==> src/rtl/spf_pkg.sv <==
`default_nettype none

package spf_pkg;

   localparam int MAC_BYTES = 6;
   localparam int MAC_W = 48;
   localparam int HDR_LEN = MAC_BYTES + 10;
   localparam int IDX_W = $clog2(HDR_LEN + 1);
   localparam int MAC_IDX_W = (MAC_BYTES > 1) ? $clog2(MAC_BYTES) : 1;

   localparam logic [15:0] OUTER_EXTRA = 16'd8;
   localparam logic [7:0] CSUM_BASE = 8'hFF;

   localparam logic [7:0] SYNC_RESET = 8'd255;
   localparam logic [7:0] VERSION_RESET = 8'd254;

   localparam int CSR_IDX_W = 2;
   localparam logic [CSR_IDX_W-1:0] CSR_SYNC = 2'd0;
   localparam logic [CSR_IDX_W-1:0] CSR_VERSION = 2'd1;
   localparam logic [CSR_IDX_W-1:0] CSR_MAC = 2'd2;

   localparam logic ACT_START = 1'b0;
   localparam logic ACT_PAYLOAD = 1'b1;

   localparam logic [IDX_W-1:0] POS_SYNC = IDX_W'(0);
   localparam logic [IDX_W-1:0] POS_OUTER_LO = IDX_W'(1);
   localparam logic [IDX_W-1:0] POS_OUTER_HI = IDX_W'(2);
   localparam logic [IDX_W-1:0] POS_MAC = IDX_W'(3);
   localparam logic [IDX_W-1:0] POS_SYNC2 = IDX_W'(3 + MAC_BYTES);
   localparam logic [IDX_W-1:0] POS_VERSION = IDX_W'(4 + MAC_BYTES);
   localparam logic [IDX_W-1:0] POS_LEN_LO = IDX_W'(5 + MAC_BYTES);
   localparam logic [IDX_W-1:0] POS_LEN_HI = IDX_W'(6 + MAC_BYTES);
   localparam logic [IDX_W-1:0] POS_LEN_CS = IDX_W'(7 + MAC_BYTES);
   localparam logic [IDX_W-1:0] POS_TOPIC_LO = IDX_W'(8 + MAC_BYTES);
   localparam logic [IDX_W-1:0] POS_TOPIC_HI = IDX_W'(9 + MAC_BYTES);
   localparam logic [IDX_W-1:0] POS_CLOSE = IDX_W'(HDR_LEN);
   localparam logic [IDX_W-1:0] POS_HDR_LAST = IDX_W'(HDR_LEN - 1);

   typedef struct packed {
      logic [7:0] sync_byte;
      logic [7:0] version_byte;
      logic [MAC_W-1:0] mac_addr;
   } cfg_type;

   typedef struct packed {
      logic [7:0] out_byte;
      logic run_last;
      logic frame_end;
      logic stray;
   } rsp_type;

   function automatic logic [7:0] inv_sum(input logic [7:0] s);
      return CSUM_BASE - s;
   endfunction

endpackage

`default_nettype wire

==> src/rtl/spf_csr.sv <==
`default_nettype none

module spf_csr
   import spf_pkg::*;
(
   input wire logic clock,
   input wire logic reset,
   input wire logic csr_valid,
   output logic csr_ready,
   input wire logic [CSR_IDX_W-1:0] csr_index,
   input wire logic [MAC_W-1:0] csr_wdata,
   output cfg_type cfg
);

   cfg_type cfg_ff;

   assign csr_ready = 1'b1;
   assign cfg = cfg_ff;

   always_ff @(posedge clock) begin
      if (reset) begin
         cfg_ff.sync_byte <= SYNC_RESET;
         cfg_ff.version_byte <= VERSION_RESET;
         cfg_ff.mac_addr <= '0;
      end else if (csr_valid) begin
         unique case (csr_index)
            CSR_SYNC: cfg_ff.sync_byte <= csr_wdata[7:0];
            CSR_VERSION: cfg_ff.version_byte <= csr_wdata[7:0];
            CSR_MAC: cfg_ff.mac_addr <= csr_wdata;
            default: ;
         endcase
      end
   end

endmodule

`default_nettype wire

==> src/rtl/spf_core.sv <==
`default_nettype none

module spf_core
   import spf_pkg::*;
(
   input wire logic clock,
   input wire logic reset,
   input wire logic req_valid,
   output logic req_ready,
   input wire logic req_action,
   input wire logic [15:0] req_payload_len,
   input wire logic [15:0] req_topic_id,
   input wire logic [7:0] req_payload_byte,
   input wire cfg_type cfg,
   input wire logic advance,
   output logic emit_valid,
   output rsp_type emit
);

   logic item_valid_ff;
   logic action_ff;
   logic [15:0] len_ff;
   logic [15:0] topic_ff;
   logic [7:0] pb_ff;
   logic [IDX_W-1:0] idx_ff;
   logic [15:0] bytes_left_ff;
   logic [7:0] sum_ff;
   logic open_ff;

   logic [15:0] bytes_left_in;
   logic [7:0] sum_in;
   logic open_in;

   logic [63:0] mac_wide;
   logic [7:0] mac_b [MAC_BYTES];
   logic [MAC_IDX_W-1:0] mac_sel;
   logic [15:0] outer;
   logic [7:0] topic_sum;
   logic [7:0] pay_sum;
   logic [7:0] start_byte;
   logic last;
   logic fire;
   logic load;

   assign mac_wide = {{(64 - MAC_W){1'b0}}, cfg.mac_addr};

   for (genvar i = 0; i < MAC_BYTES; i++) begin : g_mac
      assign mac_b[i] = mac_wide[8*(MAC_BYTES-1-i) +: 8];
   end

   assign mac_sel = MAC_IDX_W'(idx_ff - POS_MAC);
   assign outer = len_ff + OUTER_EXTRA;
   assign topic_sum = topic_ff[7:0] + topic_ff[15:8];
   assign pay_sum = sum_ff + pb_ff;

   always_comb begin
      case (idx_ff)
         POS_SYNC: start_byte = cfg.sync_byte;
         POS_OUTER_LO: start_byte = outer[7:0];
         POS_OUTER_HI: start_byte = outer[15:8];
         POS_SYNC2: start_byte = cfg.sync_byte;
         POS_VERSION: start_byte = cfg.version_byte;
         POS_LEN_LO: start_byte = len_ff[7:0];
         POS_LEN_HI: start_byte = len_ff[15:8];
         POS_LEN_CS: start_byte = inv_sum(len_ff[7:0] + len_ff[15:8]);
         POS_TOPIC_LO: start_byte = topic_ff[7:0];
         POS_TOPIC_HI: start_byte = topic_ff[15:8];
         POS_CLOSE: start_byte = inv_sum(topic_sum);
         default: start_byte = mac_b[mac_sel];
      endcase
   end

   always_comb begin
      if (action_ff == ACT_START) begin
         last = (len_ff == 16'd0) ? (idx_ff == POS_CLOSE) : (idx_ff == POS_HDR_LAST);
         emit.out_byte = start_byte;
         emit.frame_end = (idx_ff == POS_CLOSE);
         emit.stray = 1'b0;
      end else begin
         last = !(open_ff && bytes_left_ff == 16'd1) || (idx_ff != POS_SYNC);
         emit.out_byte = (idx_ff == POS_SYNC) ? pb_ff : inv_sum(pay_sum);
         emit.frame_end = (idx_ff != POS_SYNC);
         emit.stray = !open_ff;
      end
      emit.run_last = last;
   end

   assign emit_valid = item_valid_ff;
   assign fire = item_valid_ff && advance;
   assign req_ready = !item_valid_ff || (advance && last);
   assign load = req_valid && req_ready;

   always_comb begin
      bytes_left_in = bytes_left_ff;
      sum_in = sum_ff;
      open_in = open_ff;
      if (fire && last) begin
         if (action_ff == ACT_START) begin
            sum_in = topic_sum;
            bytes_left_in = len_ff;
            open_in = (len_ff != 16'd0);
         end else if (open_ff) begin
            sum_in = pay_sum;
            bytes_left_in = bytes_left_ff - 16'd1;
            open_in = (bytes_left_ff != 16'd1);
         end
      end
   end

   always_ff @(posedge clock) begin
      if (reset) begin
         item_valid_ff <= 1'b0;
         idx_ff <= '0;
         bytes_left_ff <= '0;
         sum_ff <= '0;
         open_ff <= 1'b0;
      end else begin
         bytes_left_ff <= bytes_left_in;
         sum_ff <= sum_in;
         open_ff <= open_in;
         if (load) begin
            item_valid_ff <= 1'b1;
            idx_ff <= '0;
         end else if (fire && last) begin
            item_valid_ff <= 1'b0;
            idx_ff <= '0;
         end else if (fire) begin
            idx_ff <= idx_ff + IDX_W'(1);
         end
      end
   end

   always_ff @(posedge clock) begin
      if (load) begin
         action_ff <= req_action;
         len_ff <= req_payload_len;
         topic_ff <= req_topic_id;
         pb_ff <= req_payload_byte;
      end
   end

   a_idx_range: assert property (@(posedge clock) disable iff (reset)
      idx_ff <= POS_CLOSE)
      else $error("byte index past end of header");

   a_open_count: assert property (@(posedge clock) disable iff (reset)
      open_ff == (bytes_left_ff != 16'd0))
      else $error("open frame and byte count disagree");

   a_payload_idx: assert property (@(posedge clock) disable iff (reset)
      (item_valid_ff && action_ff == ACT_PAYLOAD) |-> idx_ff <= IDX_W'(1))
      else $error("payload transaction gave more than two bytes");

   a_item_holds: assert property (@(posedge clock) disable iff (reset)
      (item_valid_ff && !(advance && last)) |=> item_valid_ff)
      else $error("unfinished transaction dropped");

endmodule

`default_nettype wire

==> src/rtl/spf_out.sv <==
`default_nettype none

module spf_out
   import spf_pkg::*;
(
   input wire logic clock,
   input wire logic reset,
   input wire logic emit_valid,
   input wire rsp_type emit,
   output logic advance,
   output logic rsp_valid,
   input wire logic rsp_ready,
   output rsp_type rsp
);

   logic rsp_valid_ff;
   rsp_type rsp_ff;

   assign advance = !rsp_valid_ff || rsp_ready;
   assign rsp_valid = rsp_valid_ff;
   assign rsp = rsp_ff;

   always_ff @(posedge clock) begin
      if (reset) begin
         rsp_valid_ff <= 1'b0;
      end else if (advance) begin
         rsp_valid_ff <= emit_valid;
      end
   end

   always_ff @(posedge clock) begin
      if (advance) begin
         rsp_ff <= emit;
      end
   end

endmodule

`default_nettype wire

==> src/rtl/serial_packet_framer.sv <==
// serial packet framer
// req channel: one transaction is either a frame start (action 0, with
// payload_len and topic_id) or one payload byte (action 1).
// rsp channel: one frame byte per transaction, with run_last on the final
// byte caused by a request, frame_end on the closing checksum and stray on
// a payload byte that arrived with no frame open.
// csr channel: index 0 sync byte, 1 version byte, 2 48-bit mac address;
// always ready, write only while the block is idle.
// a start gives MAC_BYTES+10 header bytes (16), plus the closing checksum
// when payload_len is 0; a payload byte gives one byte, two on the last
// byte of a frame. one byte leaves per cycle through the single output byte
// register while the receiver does not stall. the first rsp byte of a
// request passes through the core's request registers and then the output
// byte register. payload requests stream back to back at one per cycle
// when no checksum is due and the receiver does not stall.
// reset clears the csr registers to their defaults and closes any frame.
// when the receiver stalls the output register holds and req_ready stays
// low while a request is still held in the core.
`default_nettype none

module serial_packet_framer
   import spf_pkg::*;
(
   input wire logic clock,
   input wire logic reset,
   input wire logic req_valid,
   output logic req_ready,
   input wire logic req_action,
   input wire logic [15:0] req_payload_len,
   input wire logic [15:0] req_topic_id,
   input wire logic [7:0] req_payload_byte,
   output logic rsp_valid,
   input wire logic rsp_ready,
   output logic [7:0] rsp_out_byte,
   output logic rsp_run_last,
   output logic rsp_frame_end,
   output logic rsp_stray,
   input wire logic csr_valid,
   output logic csr_ready,
   input wire logic [CSR_IDX_W-1:0] csr_index,
   input wire logic [MAC_W-1:0] csr_wdata
);

   cfg_type cfg;
   rsp_type emit;
   rsp_type rsp;
   logic emit_valid;
   logic advance;

   spf_csr u_csr (
      .clock(clock),
      .reset(reset),
      .csr_valid(csr_valid),
      .csr_ready(csr_ready),
      .csr_index(csr_index),
      .csr_wdata(csr_wdata),
      .cfg(cfg)
   );

   spf_core u_core (
      .clock(clock),
      .reset(reset),
      .req_valid(req_valid),
      .req_ready(req_ready),
      .req_action(req_action),
      .req_payload_len(req_payload_len),
      .req_topic_id(req_topic_id),
      .req_payload_byte(req_payload_byte),
      .cfg(cfg),
      .advance(advance),
      .emit_valid(emit_valid),
      .emit(emit)
   );

   spf_out u_out (
      .clock(clock),
      .reset(reset),
      .emit_valid(emit_valid),
      .emit(emit),
      .advance(advance),
      .rsp_valid(rsp_valid),
      .rsp_ready(rsp_ready),
      .rsp(rsp)
   );

   assign rsp_out_byte = rsp.out_byte;
   assign rsp_run_last = rsp.run_last;
   assign rsp_frame_end = rsp.frame_end;
   assign rsp_stray = rsp.stray;

endmodule

`default_nettype wire

==> config.mk <==
export PLATFORM = sky130hd
export DESIGN_NAME = serial_packet_framer
export DESIGN_NICKNAME = d
export VERILOG_FILES = /design/src/rtl/spf_pkg.sv /design/src/rtl/spf_csr.sv /design/src/rtl/spf_core.sv /design/src/rtl/spf_out.sv /design/src/rtl/serial_packet_framer.sv
export SDC_FILE = /design/constraint.sdc
export NUM_CORES = 1
export LEC_CHECK = 0
export ABC_CLOCK_PERIOD_IN_PS = 4100
export BUFFER_PORTS_ARGS = -buffer_cell sky130_fd_sc_hd__buf_2
export CORE_MARGIN = 2
export CORE_UTILIZATION = 55
export DETAILED_ROUTE_END_ITERATION = 10
export HOLD_SLACK_MARGIN = 0.02
export PLACE_DENSITY_LB_ADDON = 0.05
export SKIP_CTS_REPAIR_TIMING = 1
export SYNTH_ARGS = -nofsm -noshare
export SYNTH_HDL_FRONTEND = slang
export SYNTH_SLANG_ARGS = --single-unit
==> constraint.sdc <==
create_clock -name clock -period 4.1 [get_ports clock]
set_input_delay 1.23 -clock clock [delete_from_list [all_inputs] [get_ports clock]]
set_output_delay 1.23 -clock clock [all_outputs]
set_load 0.03 [all_outputs]
==> Word level (Yosys, flattened, before mapping) <==
Cells that the tools add are included.
{ "op_classes": {"add_sub_neg": 10, "order_cmp": 1, "eq_ne": 15, "muxes": 17, "bitwise_logic": 1, "reduce_logical": 24} }
{ "op_table": {"columns": ["op", "count"], "rows": [
  ["$pmux W8 S10", 1],
  ["$mux W8", 6],
  ["$eq A5 B4 Y1 const B", 7],
  ["$mux W16", 2],
  ["$add A8 B8 Y8", 3],
  ["$bmux W8 S3", 1],
  ["$sub A8 B8 Y8 const A", 3],
  ["$add A16 B4 Y16 const B", 1],
  ["$eq A16 B1 Y1 const B", 1],
  ["$logic_not A16 Y1", 1],
  ["$ne A16 B1 Y1 const B", 1],
  ["$reduce_bool A16 Y1", 1],
  ["$sub A16 B1 Y16 const B", 1],
  ["$reduce_and A2 Y1", 4],
  ["$mux W1", 6],
  ["$add A5 B1 Y5 const B", 1],
  ["$eq A5 B1 Y1 const B", 1],
  ["$eq A5 B2 Y1 const B", 1],
  ["$eq A5 B5 Y1 const B", 1],
  ["$logic_and A1 B1 Y1", 5],
  ["$logic_not A5 Y1", 1],
  ["$reduce_bool A5 Y1", 1],
  ["$ge A4 B4 Y1 const B", 1],
  ["$logic_not A1 Y1", 4],
  ["other kinds (11)", 13]
]} }
{ "word_totals": {"regBits": 148, "inputBits": 96, "out_inout_bits": 14, "wordCells": 85} }

==> Depth between registers and ports, before layout <==
{ "logic_depth": {"depth_word": 9, "depth_mapped": 12, "mapped_depth_nobuf": 9} }

==> Cells and area by module <==
A second synthesis with hierarchy kept.
{ "unflattened": {"cells_unflattened": 904, "area_unflattened_um2": 8637.0} }
{ "modules_own_cells": {"columns": ["mod", "instances", "cells_per_inst", "area_per_inst_um2"], "rows": [
  ["spf_core", 1, 615, 5492.8],
  ["spf_csr", 1, 274, 2767.7],
  ["spf_out", 1, 15, 376.6]
]} }

==> Least setup slack after synthesis <==
No wires, ideal clock.
{ "synth_path": {"kind": "register to output", "from": "reg u_core.idx_ff[0]", "to": "out req_ready", "arrival_time_ps": 2302, "required_time_ps": 2870, "path_slack_ps": 568, "stages_incl_launch_ff": 10, "n_path_buf": 2, "cell_sequence": "dfxtp_1 > buf_2 > buf_2 > inv_1 > ha_1 > or4b_1 > nor2_1 > nand3_1 > and2_1 > a21o_1"} }
{ "synth_lines": {"columns": ["item", "line", "text"], "rows": [
  ["start: declaration", "spf_core.sv:25", "logic [IDX_W-1:0] idx_ff;"],
  ["start signal: assignment", "spf_core.sv:128", "idx_ff <= idx_ff + IDX_W'(1);"],
  ["end: declaration", "serial_packet_framer.sv:27", "output logic req_ready,"]
]} }

==> key figures <==
Timing
  • TNS Setup: 0 ns
  • Final setup vio count: 0
  • Fmax: around 0.25 GHz
  • Final Critical Period: between 3 and 4 ns
  • Worst Tran Pin Value: 0.978 ns
  • Final period utilization: 95.8%
  • RSZ-0062 raised after global routing: no
  • Slew HR: about a third
  • Clock Skew: approximately 0.012 ns
  • Max-slew violations: 0
  • Final Hold Viols: 0

Placed design
  • DP HPWL: 17,800 µm
  • Routability Congestion: about 1.0
  • Placed inst area: 0.00874 mm²
  • Port Buf Inserts: about 110

Run status
  • Status: finished clean

Final layout
  • Layout Utilization: 64.1%
  • Final Cell Area: 0.00927 mm²
  • Nets: 1,111
  • Layout cells sized above 1: between 15 and 20%
  • Fillers: between 1k and 1.5k
  • Ant diodes: 0
  • Area grow syn2layout: 14.0%
  • Multi-input gate area: approximately 0.0043 mm²
  • Register area: approximately 0.0035 mm²

Route
  • Routed Antenna Nets: 0
  • Avg WL per Cell: a little over 20 µm
  • DRC: 0
  • DR vias/cell: 6.20
  • First-pass DRT Iterations: 5
  • Final wirelength: about 24,000 µm
  • Vias: between 7k and 8k
  • DRT iter0 DRCs: roughly 750

Floorplan
  • Die width: ~130 µm
  • DIE AREA: 0.0158 mm²
  • Die H: roughly 130 µm
  • Ports: 110
  • Core area: between 0.01 and 0.015 mm²
  • Rows: 44
  • Starting density of the core: a little under three fifths

Synthesis
  • Netlist cell types: 78
  • Register area share after synthesis: a little over two fifths
  • Synthesized area per cell: 9.02 µm²
  • Dominant synthesized flop cell: dfxtp_1
  • EDFF count, synth: 52
  • Dominant cell type by area after synthesis: dfxtp_1
  • Syn Nets: 1,031
  • Top cell type's share of synthesized area: 23.6%
  • Area contributors post-synth: dfxtp_1 (24%), edfxtp_1 (19%), nand2_1 (7.7%)
  • Synth async-reset ratio: 0%
  • Yosys reg bits: 148
  • Mapped Cells: 902
  • Post-synthesis cell area: about 0.0081 mm²
  • Ys Warns: 0

Worst setup path
  • Worst Setup Path Type: reg2out
  • Critical path launch point type: flop
  • Worst EP required: between 2 and 3 ns
  • CP endpoint kind: primary output
  • CP max FO: 8
  • Crit path DAT: 2.70 ns

Clocking
  • Root Driver: clkbuf_16
  • Clock Pin Slew Worst Setup and Hold Paths: roughly 0.06 ns
  • CTS tree: done
  • Clk Latency, worst-skew pair: approximately 0.43 ns
  • Clock buffer count from CTS: 17
  • Clock Path Buffers: 2
  • H-tree depth: 4
  • Clock Sink Count: between 100 and 150

Global routing
  • Largest net degree at the start of global routing: 57
  • Met3 usage: around 7.1%
  • GR peak layer: met2
  • Total global routing overflow: 0
  • Global-route usage over all layers: 30.6%
  • First-pass GRT wire length: ~38,000 µm
  • Vias in the first global route: about 7k
  • Met2 usage: roughly 48%
  • Grt met1 use: between 40 and 50%
  • Initial antenna violation count: 0

Hold path
  • Worst min path class: reg2reg

Job
  • Maximum capacitance violations: 0

Pwr
  • Pwr/cell area: between 400 and 500 mW/mm²
  • VDD IR max: approximately 0.3 mV
  • Total power: 3.75 mW
  • Leakage Power: approximately 3.6 nW
[kinds of logic after synthesis]
group                    Yosys count  share of synthesized area [%]
buffers and inverters             89                           4.65
other                              1                         0.0461
multiplexers                      38                           5.92
XOR/XNOR                          27                           2.91
AO/OA/AOI/OAI                    239                           19.4
AND/OR/NAND/NOR                  327                           18.9
flip-flops                       148                           42.8
adder cells (fa/ha/maj)           33                           5.35
[per-layer routing]
metal	routed length (µm)	part of all wire, %
met5	0	0
met4	693	2.9
met3	1760	7.3
met2	11000	46
met1	10500	44
[cells in the final DEF (no fill, tap or decap), drive strengths merged, types with 5 or more instances in the layout]
cell,n
mux4,8
a21o,8
nor3,22
xnor2,14
nor4,11
nor2b,5
xor2,13
edfxtp,52
nor2,46
a21oi,100
a211oi,13
o311ai,5
o21ai,36
nand4,7
a22oi,8
nand2,167
o211ai,9
dfxtp,96
or4,5
nand3,24
clkinv,6
ha,30
nand2b,8
mux2i,29
clkbuf,20
a221oi,6
and2,5
inv,33
buf,122
and3,6
[stage by stage]
stage | hold slack (ns) | worst slack (ns) | std cells
after floorplan | 0.433 | 0.568 | 902
after global placement | 0.439 | 0.762 | 1147
final | 0.451 | 0.174 | 1179
after CTS | 0.451 | 0.209 | 1179
after global routing | 0.471 | 0.0805 | 1179
after detailed placement | 0.443 | 0.686 | 1147
[cells in the mapped netlist (all sizes together), types with 9 or more instances]
cell	number
nor4	11
a211oi	13
nand3	24
inv	28
xnor2	14
o211ai	9
clkbuf	41
a21oi	100
nor3	22
nor2	46
mux2i	29
buf	20
o21ai	36
ha	30
xor2	13
dfxtp	96
edfxtp	52
nand2	167
[critical path, cell delays in order, from the launching register on]
cell and delay (ns):
dfxtp_1 0.35, inv_1 0.10, ha_1 0.32, or4b_1 0.53, nor2_1 0.25, nand3_1 0.13, and2_1 0.20, a21o_1 0.21
buf_2 0.18
[final timing paths]
path | startpoint | endpoint | slack (ns) | depth (start not counted)
setup / recovery | u_core.idx_ff[0]$_SDFFE_PP0P_ | req_ready | 0.17 | 8
hold / removal | u_csr.cfg[30]$_SDFFE_PP0P_ | u_csr.cfg[30]$_SDFFE_PP0P_ | 0.45 | 2
setup reg to reg | u_core.idx_ff[4]$_SDFFE_PP0P_ | u_out.rsp[10]$_DFFE_PN_ | 0.95 | 9
hold reg to reg | u_csr.cfg[30]$_SDFFE_PP0P_ | u_csr.cfg[30]$_SDFFE_PP0P_ | 0.45 | 2
[final cells by class]
cell class | instances | share of cell area (%)
Multi-Input combinational cell | 665 | 46.1
Sequential cell | 148 | 37.6
Timing Repair Buffer | 122 | 6.96
Clock buffer | 20 | 4.94
Tap cell | 184 | 2.48
Inverter | 28 | 1.13
Clock inverter | 12 | 0.836
[sequential cells by signal, indices dropped and copies added, names as in the netlist]
name	cells
u_out.rsp_valid	1
u_core.open_ff	1
u_core.idx_ff	5
u_core.bytes_left_ff	16
u_core.pb_ff	8
u_csr.cfg	64
u_core.sum_ff	8
u_core.emit_valid	1
u_core.topic_ff	16
u_core.len_ff	16
u_out.rsp	11
u_core.action_ff	1
[report_power, final]
group	leakage (nW)	internal, mW	total, mW	switching [mW]
combinational	2.02	0.238	0.638	0.400
sequential	1.29	1.61	1.67	0.0651
clock	0.270	0.809	1.44	0.630
total	3.58	2.65	3.75	1.09
Power figures use the tool's default switching activity.
